<file path="config.mk">
export PLATFORM = sky130hd
export DESIGN_NAME = integer_set_predecessor
export DESIGN_NICKNAME = d
export VERILOG_FILES = /design/src/isp_pkg.sv /design/src/integer_set_predecessor.sv
export SDC_FILE = /design/constraint.sdc
export NUM_CORES = 1
export LEC_CHECK = 0
export BUFFER_PORTS_ARGS = -buffer_cell sky130_fd_sc_hd__buf_4
export CORE_AREA = 10 10 250 252
export CTS_BUF_LIST = sky130_fd_sc_hd__clkbuf_4 sky130_fd_sc_hd__clkbuf_8
export CTS_CLUSTER_SIZE = 24
export DETAILED_ROUTE_END_ITERATION = 8
export DIE_AREA = 0 0 260 262
export PLACE_DENSITY = 0.61
export SYNTH_ARGS = -nofsm -noshare
export SYNTH_HDL_FRONTEND = slang
export SYNTH_SLANG_ARGS = --single-unit
</file>
<file path="constraint.sdc">
create_clock -name aclk -period 6.9 [get_ports aclk]
set_clock_uncertainty 0.15 [all_clocks]
set_input_delay 0.69 -clock aclk [delete_from_list [all_inputs] [get_ports aclk]]
set_output_delay 0.69 -clock aclk [all_outputs]
set_load 0.02 [all_outputs]
</file>
<file path="src/isp_pkg.sv">
package isp_pkg;

    // key universe is a square of a power of two, split into rows
    localparam int UNIVERSE = 256;
    localparam int MEMBER_W = $clog2(UNIVERSE);
    localparam int KEY_W    = MEMBER_W + 1;
    localparam int ROW_W    = MEMBER_W / 2;
    localparam int ROWS     = 1 << ROW_W;
    localparam int MODE_W   = 2;

    // stream widths, rounded up to whole bytes
    localparam int S_USED_W  = MODE_W + KEY_W;
    localparam int S_TDATA_W = ((S_USED_W + 7) / 8) * 8;

    // result beat layout, lowest bit first
    localparam int OUT_FOUND_LSB    = 0;
    localparam int OUT_PRED_LSB     = OUT_FOUND_LSB + 1;
    localparam int OUT_NONEMPTY_LSB = OUT_PRED_LSB + MEMBER_W;
    localparam int OUT_MIN_LSB      = OUT_NONEMPTY_LSB + 1;
    localparam int OUT_MAX_LSB      = OUT_MIN_LSB + MEMBER_W;
    localparam int OUT_USED_W       = OUT_MAX_LSB + MEMBER_W;
    localparam int M_TDATA_W        = ((OUT_USED_W + 7) / 8) * 8;

    typedef enum logic [MODE_W-1:0] {
        MODE_INSERT = 2'd0,
        MODE_REMOVE = 2'd1,
        MODE_QUERY  = 2'd2,
        MODE_NOP    = 2'd3
    } mode_t;

    typedef logic [ROWS-1:0]     row_t;
    typedef logic [ROW_W-1:0]    idx_t;
    typedef logic [MEMBER_W-1:0] member_t;

    // index of the highest set bit, zero when none
    function automatic idx_t top_bit(input row_t v);
        idx_t r;
        r = '0;
        for (int i = 0; i < ROWS; i++) begin
            if (v[i]) r = idx_t'(i);
        end
        return r;
    endfunction

    // index of the lowest set bit, zero when none
    function automatic idx_t bottom_bit(input row_t v);
        idx_t r;
        r = '0;
        for (int i = ROWS - 1; i >= 0; i--) begin
            if (v[i]) r = idx_t'(i);
        end
        return r;
    endfunction

    // bits strictly below position n
    function automatic row_t below_mask(input idx_t n);
        row_t m;
        for (int i = 0; i < ROWS; i++) begin
            m[i] = (idx_t'(i) < n);
        end
        return m;
    endfunction

endpackage

</file>
<file path="src/integer_set_predecessor.sv">
// path: an accepted beat passes the input register, then the result register
// throughput: one beat per cycle unless m_tready stalls; the row lookup and
//   priority encode are combinational between input and result registers
// reset: aresetn low (synchronous) empties the set and drops both valid flags
// every input beat yields exactly one result beat
module integer_set_predecessor (
    input  logic                           aclk,
    input  logic                           aresetn,
    input  logic                           s_tvalid,
    output logic                           s_tready,
    // mode [1:0], key [10:2], zero pad above
    input  logic [isp_pkg::S_TDATA_W-1:0] s_tdata,
    output logic                           m_tvalid,
    input  logic                           m_tready,
    // pred_found [0], pred_key [8:1], set_nonempty [9], min_key [17:10],
    // max_key [25:18], zero pad above
    output logic [isp_pkg::M_TDATA_W-1:0] m_tdata
);
    import isp_pkg::*;

    // input register
    logic              in_valid_reg;
    mode_t             in_mode_reg;
    logic [KEY_W-1:0]  in_key_reg;

    // set state: one occupancy row per cluster, a summary bit per row,
    // cached per-row extremes and cached global extremes
    row_t    rows_reg    [ROWS];
    idx_t    row_min_reg [ROWS];
    idx_t    row_max_reg [ROWS];
    row_t    summary_reg;
    logic    occupied_reg;
    member_t least_reg;
    member_t greatest_reg;

    // result register
    logic                 out_valid_reg;
    logic [M_TDATA_W-1:0] out_data_reg;
    logic [M_TDATA_W-1:0] out_data_next;

    logic advance;

    // decoded key
    idx_t key_hi;
    idx_t key_lo;
    logic key_out;
    row_t row_cur;
    row_t key_bit;

    // update path
    row_t    row_new;
    logic    write_en;
    row_t    summary_new;
    idx_t    top_row;
    idx_t    bot_row;
    member_t new_max;
    member_t new_min;
    logic    new_nonempty;

    // query path
    row_t    row_below;
    row_t    sum_below;
    idx_t    pred_row;
    idx_t    rm_addr;
    idx_t    rm_rd;
    idx_t    rmin_rd;

    // result fields
    logic    res_found;
    member_t res_pred;
    logic    res_nonempty;
    member_t res_min;
    member_t res_max;

    // the pipe moves when the result register is free or being drained
    assign advance  = in_valid_reg && (!out_valid_reg || m_tready);
    assign s_tready = !in_valid_reg || advance;

    always_ff @(posedge aclk) begin
        if (!aresetn) begin
            in_valid_reg <= 1'b0;
        end else if (s_tvalid && s_tready) begin
            in_valid_reg <= 1'b1;
        end else if (advance) begin
            in_valid_reg <= 1'b0;
        end
    end

    always_ff @(posedge aclk) begin
        if (s_tvalid && s_tready) begin
            in_mode_reg <= mode_t'(s_tdata[MODE_W-1:0]);
            in_key_reg  <= s_tdata[MODE_W +: KEY_W];
        end
    end

    // key split: row number in the high half, position in the low half;
    // the top key bit marks a key at or past the universe
    assign key_hi  = in_key_reg[MEMBER_W-1 -: ROW_W];
    assign key_lo  = in_key_reg[ROW_W-1:0];
    assign key_out = in_key_reg[MEMBER_W];
    assign row_cur = rows_reg[key_hi];
    assign key_bit = row_t'(1) << key_lo;

    // row update; duplicate insert rewrites the same value, absent remove
    // and out-of-universe keys leave the state alone
    always_comb begin
        row_new  = row_cur;
        write_en = 1'b0;
        unique case (in_mode_reg)
            MODE_INSERT: begin
                if (!key_out) begin
                    row_new  = row_cur | key_bit;
                    write_en = 1'b1;
                end
            end
            MODE_REMOVE: begin
                if (!key_out && |(row_cur & key_bit)) begin
                    row_new  = row_cur & ~key_bit;
                    write_en = 1'b1;
                end
            end
            MODE_QUERY, MODE_NOP: begin
                row_new  = row_cur;
                write_en = 1'b0;
            end
        endcase
    end

    always_comb begin
        summary_new         = summary_reg;
        summary_new[key_hi] = |row_new;
    end

    assign top_row      = top_bit(summary_new);
    assign bot_row      = bottom_bit(summary_new);
    assign new_nonempty = |summary_new;

    // predecessor search: first inside the key's own row, then the highest
    // occupied row below it, whose cached maximum is the answer
    assign row_below = row_cur & below_mask(key_lo);
    assign sum_below = summary_reg & below_mask(key_hi);
    assign pred_row  = top_bit(sum_below);

    // one read port on the row-maximum cache, shared by query and update
    assign rm_addr = (in_mode_reg == MODE_QUERY) ? pred_row : top_row;
    assign rm_rd   = row_max_reg[rm_addr];
    assign rmin_rd = row_min_reg[bot_row];

    // new global extremes; the row just written has no cached value yet
    always_comb begin
        if (!new_nonempty) begin
            new_max = '0;
            new_min = '0;
        end else begin
            new_max = (top_row == key_hi) ? {key_hi, top_bit(row_new)} : {top_row, rm_rd};
            new_min = (bot_row == key_hi) ? {key_hi, bottom_bit(row_new)}
                                          : {bot_row, rmin_rd};
        end
    end

    always_comb begin
        res_found = 1'b0;
        res_pred  = '0;
        if (in_mode_reg == MODE_QUERY) begin
            priority if (key_out) begin
                // key at or past the universe: answer is the maximum
                res_found = occupied_reg;
                res_pred  = greatest_reg;
            end else if (|row_below) begin
                res_found = 1'b1;
                res_pred  = {key_hi, top_bit(row_below)};
            end else if (|sum_below) begin
                res_found = 1'b1;
                res_pred  = {pred_row, rm_rd};
            end else begin
                res_found = 1'b0;
                res_pred  = '0;
            end
        end
    end

    assign res_nonempty = write_en ? new_nonempty : occupied_reg;
    assign res_min      = write_en ? new_min      : least_reg;
    assign res_max      = write_en ? new_max      : greatest_reg;

    always_ff @(posedge aclk) begin
        if (!aresetn) begin
            for (int r = 0; r < ROWS; r++) begin
                rows_reg[r] <= '0;
            end
            summary_reg  <= '0;
            occupied_reg <= 1'b0;
            least_reg    <= '0;
            greatest_reg <= '0;
        end else if (advance && write_en) begin
            rows_reg[key_hi] <= row_new;
            summary_reg      <= summary_new;
            occupied_reg     <= new_nonempty;
            least_reg        <= new_min;
            greatest_reg     <= new_max;
        end
    end

    // per-row extremes are read only for rows the summary marks occupied
    always_ff @(posedge aclk) begin
        if (advance && write_en) begin
            row_min_reg[key_hi] <= bottom_bit(row_new);
            row_max_reg[key_hi] <= top_bit(row_new);
        end
    end

    assign out_data_next = {{(M_TDATA_W - OUT_USED_W){1'b0}},
                            res_max, res_min, res_nonempty, res_pred, res_found};

    always_ff @(posedge aclk) begin
        if (!aresetn) begin
            out_valid_reg <= 1'b0;
        end else if (advance) begin
            out_valid_reg <= 1'b1;
        end else if (m_tready) begin
            out_valid_reg <= 1'b0;
        end
    end

    always_ff @(posedge aclk) begin
        if (advance) begin
            out_data_reg <= out_data_next;
        end
    end

    assign m_tvalid = out_valid_reg;
    assign m_tdata  = out_data_reg;

endmodule

</file>
==> flow_summary.yaml, run 1 <==
status:
  status: "finished, final reports clean"
clock_network:
  cts_tree: "yes"
  cts_buffers: 76
  root_buffer: "clkbuf_8"
  cts.sinks: 460
  clk_pin_slew_ns: 0.06
  clockBufferDepth: 3
  cts_max_level: 3
  clk_latency_ns: 0.71
layout:
  n_fill_cell: 5307
  antennaDiodeCount: 0
  final_nets: 2029
  fin_area_sq_um: 25600
  drive_gt1_frac: 0.179
  syn2layout_area_growth_pct: 12.7
  multi_input_area_sq_um: 8410
  stdcell_count: 2831
  largest_reg_flops: 256
  register_area_sq_um: 13400
worst_hold_path:
  hold_end: "in_valid_reg"
  hold_class: "primary input to register"
  hold_path_depth: 3
  min_from: "s_tvalid"
run:
  drv_cap: 0
global_route:
  grt_usage: 0.206
  grt_most_used_layer: "met2"
  grt_pass1_wl_um: 105000
  grt_use_met2: 0.340
  antenna_found_initial: 0
  met3_usage: 0.0415
  grt_pass1_vias: 16008
  grt_start_max_net_pins: 42
  grtUsageMet1: 0.263
  grt_overflow: 0
sta:
  timing.final.crit_share: 0.967
  hold_viol_final: 0
  finalSetupViolCount: 0
  tightest_slew_ns: 1.19
  setup_ws_ns: 0.225
  rsz0062_at_grt: "no"
  post-route-min-period_ns: 6.68
  maxSlewHeadroom: 0.207
  setup_tns_ns: 0
  slew_violations: 0
  fmax_mhz: 150
power:
  internal_power_mw: 4.75
  seq_power_share: 0.480
  p_sw_mw: 1.90
  switching_share: 0.286
  irDropWorstVdd_mv: 0.213
  power.share.clock: 0.363
  p_per_area_nw_per_um2: 260
  total_power_mw: 6.65
  p_leak_nw: 9.33
  combinationalPowerShare: 0.158
setup_path:
  worst_setup_path_start_kind: "register"
  r2r-end: "m_tdata[13]"
  crit_path_max_incr_delay_ns: 0.94
  cpMaxStageDelayCell: "nor4bb_1"
  path_cells: "nor4bb_1, nand3_1, o21ai_0, o21ai_0, and3_1, a211o_1, a221oi_2, and4_1, buf_12, a21oi_2, a2111o_1, a31oi_1, o211ai_2, nand2_4, mux2_2, o211ai_1, nand4_1, a32o_1"
  crit_required_ns: 7.19
  crit_top_cell: "o21ai_0"
  arrival_ns: 6.96
  r2r-start: "in_key_reg[3]"
  crit_fanout: 22
  worstSetupEndpointType: "register"
  r2r_cells: 18
  crit_type: "register to register"
  r2r_setup_slack_ns: 0.22
place:
  pre_cts_ws_ns: 0.428
  dp.cells: 2685
  placed_area_sq_um: 24000
  place.gp.congestion: 0.957
  hpwl_um: 47400
  port_buffers: 42
route:
  via_per_inst: 5.73
  drc: 0
  wl_per_cell_um: 25.0
  dr_total_vias: 16210
  drtAntennaViolNets: 0
  drt_iter0_markers: 1607
  drtPass1Iterations: 7
  wl_um: 70700
floorplan:
  die_w_um: 260
  die-area_sq_um: 68100
  rows: 88
  pin_count: 54
  die_h_um: 262
  core_area_sq_um: 57400
  initial_core_util: 0.396
synthesis:
  yosysWarnings: 0
  ys.flop_type: "edfxtp_1"
  synth_top_cell_by_area: "edfxtp_1"
  seq_area_frac_synth: 0.591
  synth_common_cells: "edfxtp_1, nor2_1, nand2_1, mux2i_1, o21ai_0"
  avgSynthCellArea_sq_um: 11.8
  synth.area.top_cells: "edfxtp_1, nor2_1, mux2i_1"
  synth-seq-cells: 460
  yosysMostFrequentCell: "edfxtp_1"
  async_reset_ff_frac: 0
  synthCells: 1927
  synth_top_area_share: 0.557
  synth_cell_types: 106
  synthesis.area_sq_um: 22700
  synth-edff-count: 421
per-stage QoR:
stage | hold slack (ns) | util
after detailed placement | 0.322 | 0.418
after global placement | 0.293 | 0.418
after CTS | 0.00601 | 0.446
final | 0.0490 | 0.446
after floorplan | 0.282 | -
after global routing | 0.0349 | 0.446
critical path, delay by kind of cell (launching register included):
family	cells	cell delay, ns
AOI/OAI and AO/OA	10	2.89
and+or+nand+nor	6	2.06
DFF	1	0.75
muxes	1	0.35
buffers and inverters	1	0.18
area by class of cell:
type,count,share of cell area
clock buffers,100,0.0484
flip-flops and latches,460,0.525
inverters,44,0.00699
repair buffers,132,0.0437
clock inverters,35,0.00997
multi-input cells,1295,0.329
well taps,765,0.0374
placed cells by master, fill, tap and decap left out, types with 8 or more instances in the layout:
cell	count
inv_1	41
clkbuf_8	78
buf_12	8
o21ai_1	9
nand3_1	48
o211ai_1	24
clkinv_1	18
mux2i_1	130
o21ai_2	13
a21boi_0	8
a22oi_1	26
dlygate4sd3_1	11
a31oi_1	19
nor2b_1	13
o22ai_1	22
edfxtp_1	421
mux4_2	36
o21ai_0	67
dfxtp_1	37
clkbuf_4	22
nand2b_1	16
buf_4	113
a211oi_1	24
a21oi_1	54
and2_1	21
a22o_1	8
and3_1	13
nand4_1	14
nor3_1	25
nand2_1	145
nor2_1	392
mux2_2	19
kinds of logic (layout without fill, tap and decap cells):
logic type                Yosys count  after routing  share of synthesized area
muxes                             189            189                      0.107
xor gates and xnor gates            5              5                    0.00193
DFF                               460            460                      0.591
buffers and inverters             177            311                     0.0428
other                               1              6                   0.000165
and+or+nand+nor                   732            732                      0.144
AOI/OAI and AO/OA                 363            363                      0.113
power groups by stage:
stage	sequential (mW)	clock [mW]	combinational, mW
4_1_cts	3.19	2.46	1.04
6_report	3.19	2.41	1.05
2_1_floorplan	3.23	0	0.668
3_3_place_gp	3.24	0	1.02
5_1_grt	3.20	2.58	1.11
3_5_place_dp	3.25	0	1.03
layer usage:
metal | part of all wire | vias up
li1 | - | 7316
met1 | 0.41 | 8042
met2 | 0.48 | 708
met3 | 0.070 | 144
met4 | 0.040 | 0
met5 | 0 | -
worst max-delay path by stage:
stage / slack, ns / start / depth (start not counted) / endpoint
finish: 0.22 / in_key_reg[3] / 18 / m_tdata[13]
detailed placement: 0.43 / register / 20 / m_tdata[21]
global placement: 0.49 / in_key_reg[3] / 19 / m_tdata[21]
floorplan: 1.73 / register / 21 / m_tdata[13]
CTS: 0.39 / register / 20 / m_tdata[21]
global route: 0.02 / in_key_reg[3] / 19 / m_tdata[21]
repair_timing:
item / CTS / global route
endpoints found under the hold margin: 11 / 0
setup endpoints to repair: 0 / 1
buffers inserted: 0 / 0
resized for setup: 0 / 1
hold buffers: 11 / 0
No activity file was read; power rests on OpenSTA's default activity.
==> inputs of run 2 (changes only) <==
CORE_AREA = 10 10 313 315   (was 10 10 250 252)
DIE_AREA = 0 0 323 325   (was 0 0 260 262)
PLACE_DENSITY = 0.45   (was 0.61)
==> run 2 against run 1 <==
Hold slack improved by 0.030 ns. Critical path depth up 1. Sequential power about the same. Via count is 0.75% higher. Die area up 54%. Sequential share of layout area decreased by 2.2 points. Non-clock buffer count rose by 56. Cell area is 4.5% higher.
==> flow_summary.yaml, run 2 (synthesis results as in run 1) <==
status:
  status: "finished, final reports clean"
setup_path:
  path_delay_family: "compound AO/OA/AOI/OAI gates"
  worstSetupEndpointType: "register"
  arrival_ns: 6.82
  cp_num_cells: 19
  crit_path_max_incr_delay_ns: 0.69
  cpMaxStageDelayCell: "dfxtp_4"
  cp.buffers_inverters: 2
  crit_type: "register to register"
  path_cells: "buf_4, mux4_2, mux2i_1, mux2i_1, a22oi_1, and3_1, a211o_1, a221oi_2, and4_1, buf_4, a31oi_1, a211oi_1, a32o_1, o21ai_0, and2_1, a21oi_2, mux2_2, a221oi_2, a21oi_1"
  r2r_cells: 19
  crit_required_ns: 7.16
  worst_setup_path_start_kind: "register"
  crit_fanout: 27
clock_network:
  cts_buffers: 81
  clk_pin_slew_ns: 0.06
  cts_max_level: 3
  cts_tree: "yes"
  cts.sinks: 460
  post_cts_resized: 0
  clockBufferDepth: 3
  clk_latency_ns: 0.70
  root_buffer: "clkbuf_8"
place:
  placed_area_sq_um: 24900
  pre_cts_ws_ns: 0.362
  dp.cells: 3165
  hpwl_um: 53000
  place.gp.congestion: 0.893
  port_buffers: 42
floorplan:
  rows: 111
  die_w_um: 323
  die_h_um: 325
  core_area_sq_um: 91400
  die-area_sq_um: 105000
  initial_core_util: 0.248
  pin_count: 54
layout:
  final_nets: 2090
  drive_gt1_frac: 0.211
  syn2layout_area_growth_pct: 17.7
  layout_commonest_cell: "edfxtp_1"
  largest_reg_flops: 256
  fin_area_sq_um: 26700
  antennaDiodeCount: 0
  stdcell_count: 3321
  final_cell_mix: "edfxtp_1, nor2_1, buf_4"
sta:
  post-route-min-period_ns: 6.56
  holdWs_ns: 0.0795
  maxSlewHeadroom: 0.280
  setup_ws_ns: 0.337
  timing.final.crit_share: 0.951
  slew_violations: 0
  hold_viol_final: 0
  finalSetupViolCount: 0
  rsz0062_at_grt: "no"
  fmax_mhz: 152
  tightest_slew_ns: 1.08
  setup_tns_ns: 0
route:
  via_per_inst: 4.92
  wl_um: 79200
  drtAntennaViolNets: 0
  drtPass1Iterations: 6
  wl_per_cell_um: 23.8
  dr_total_vias: 16331
  drt_iter0_markers: 1647
  drc: 0
global_route:
  grt_pass1_wl_um: 114000
  grt_pass1_vias: 16329
  grt_overflow: 0
  grt_start_max_net_pins: 34
  grt_usage: 0.148
  antenna_found_initial: 1
worst_hold_path:
  hold_path_depth: 3
  hold_class: "primary input to register"
power:
  p_sw_mw: 1.97
  irDropWorstVdd_mv: 0.127
  p_leak_nw: 9.71
  switching_share: 0.280
  seq_power_share: 0.455
  internal_power_mw: 5.05
  p_per_area_nw_per_um2: 262
  power.share.clock: 0.388
  combinationalPowerShare: 0.157
run:
  drv_cap: 0
## run 2: changes by cell type in the layout (fill, tap and decap cells not counted), sizes merged
| cell | delta |
|---|---|
| clkbuf | +23 |
| bufinv | +3 |
| buf | +60 |
| inv | -4 |
| clkinv | -9 |
| dlygate4sd3 | -4 |
## run 2: cell type report
cell class                 instances  area [sq um]
clock buffer                     123          1440
inverter                          44           179
timing repair buffer             188          1490
multi-input combinational       1295          8430
fill                            9423         64700
clock inverter                    25           275
tap                             1186          1480
sequential                       460         13400
## run 2: metal layers
metal	vias up	track usage	wire length [um]
li1	7434	-	-
met2	610	0.232	36300
met3	153	0.0273	4760
met4	0	0.0540	2780
met1	8134	0.201	35300
met5	-	0	0
## run 2: power groups by stage
stage	sequential [mW]	clock, mW	combinational (mW)
6_report	3.19	2.72	1.10
5_1_grt	3.20	2.91	1.18
4_1_cts	3.19	2.79	1.10
3_5_place_dp	3.25	0	1.09
3_3_place_gp	3.25	0	1.09
2_1_floorplan	3.23	0	0.668
## run 2: path summary, 6_finish.rpt
kind | endpoint | slack [ns] | startpoint
setup reg to reg | m_tdata[21] | 0.34 | register
setup / recovery | m_tdata[21] | 0.34 | register
hold reg to reg | least_reg[7] | 0.31 | least_reg[7]
hold / removal | in_valid_reg | 0.08 | s_tvalid
## run 2: through the flow
step | utilization | power [mW]
CTS | 0.292 | 7.08
floorplan | - | 3.90
finish | 0.293 | 7.02
global placement | 0.273 | 4.34
detailed placement | 0.273 | 4.35
global route | 0.293 | 7.29
## run 2: repair_timing
action                                  4_1_cts  5_1_grt
hold buffers                                  7        0
setup buffers                                 0        1
hold endpoints to repair                      7        0
endpoints found under the setup margin        0        4
## run 2: worst register-to-register path, delay by kind of cell, from the launching register on
family,cells,cell delay [ns]
multiplexers,4,1.33
AND/OR/NAND/NOR,3,1.17
flip-flops,1,0.69
AO/OA/AOI/OAI,10,2.33
buffers and inverters,2,0.61
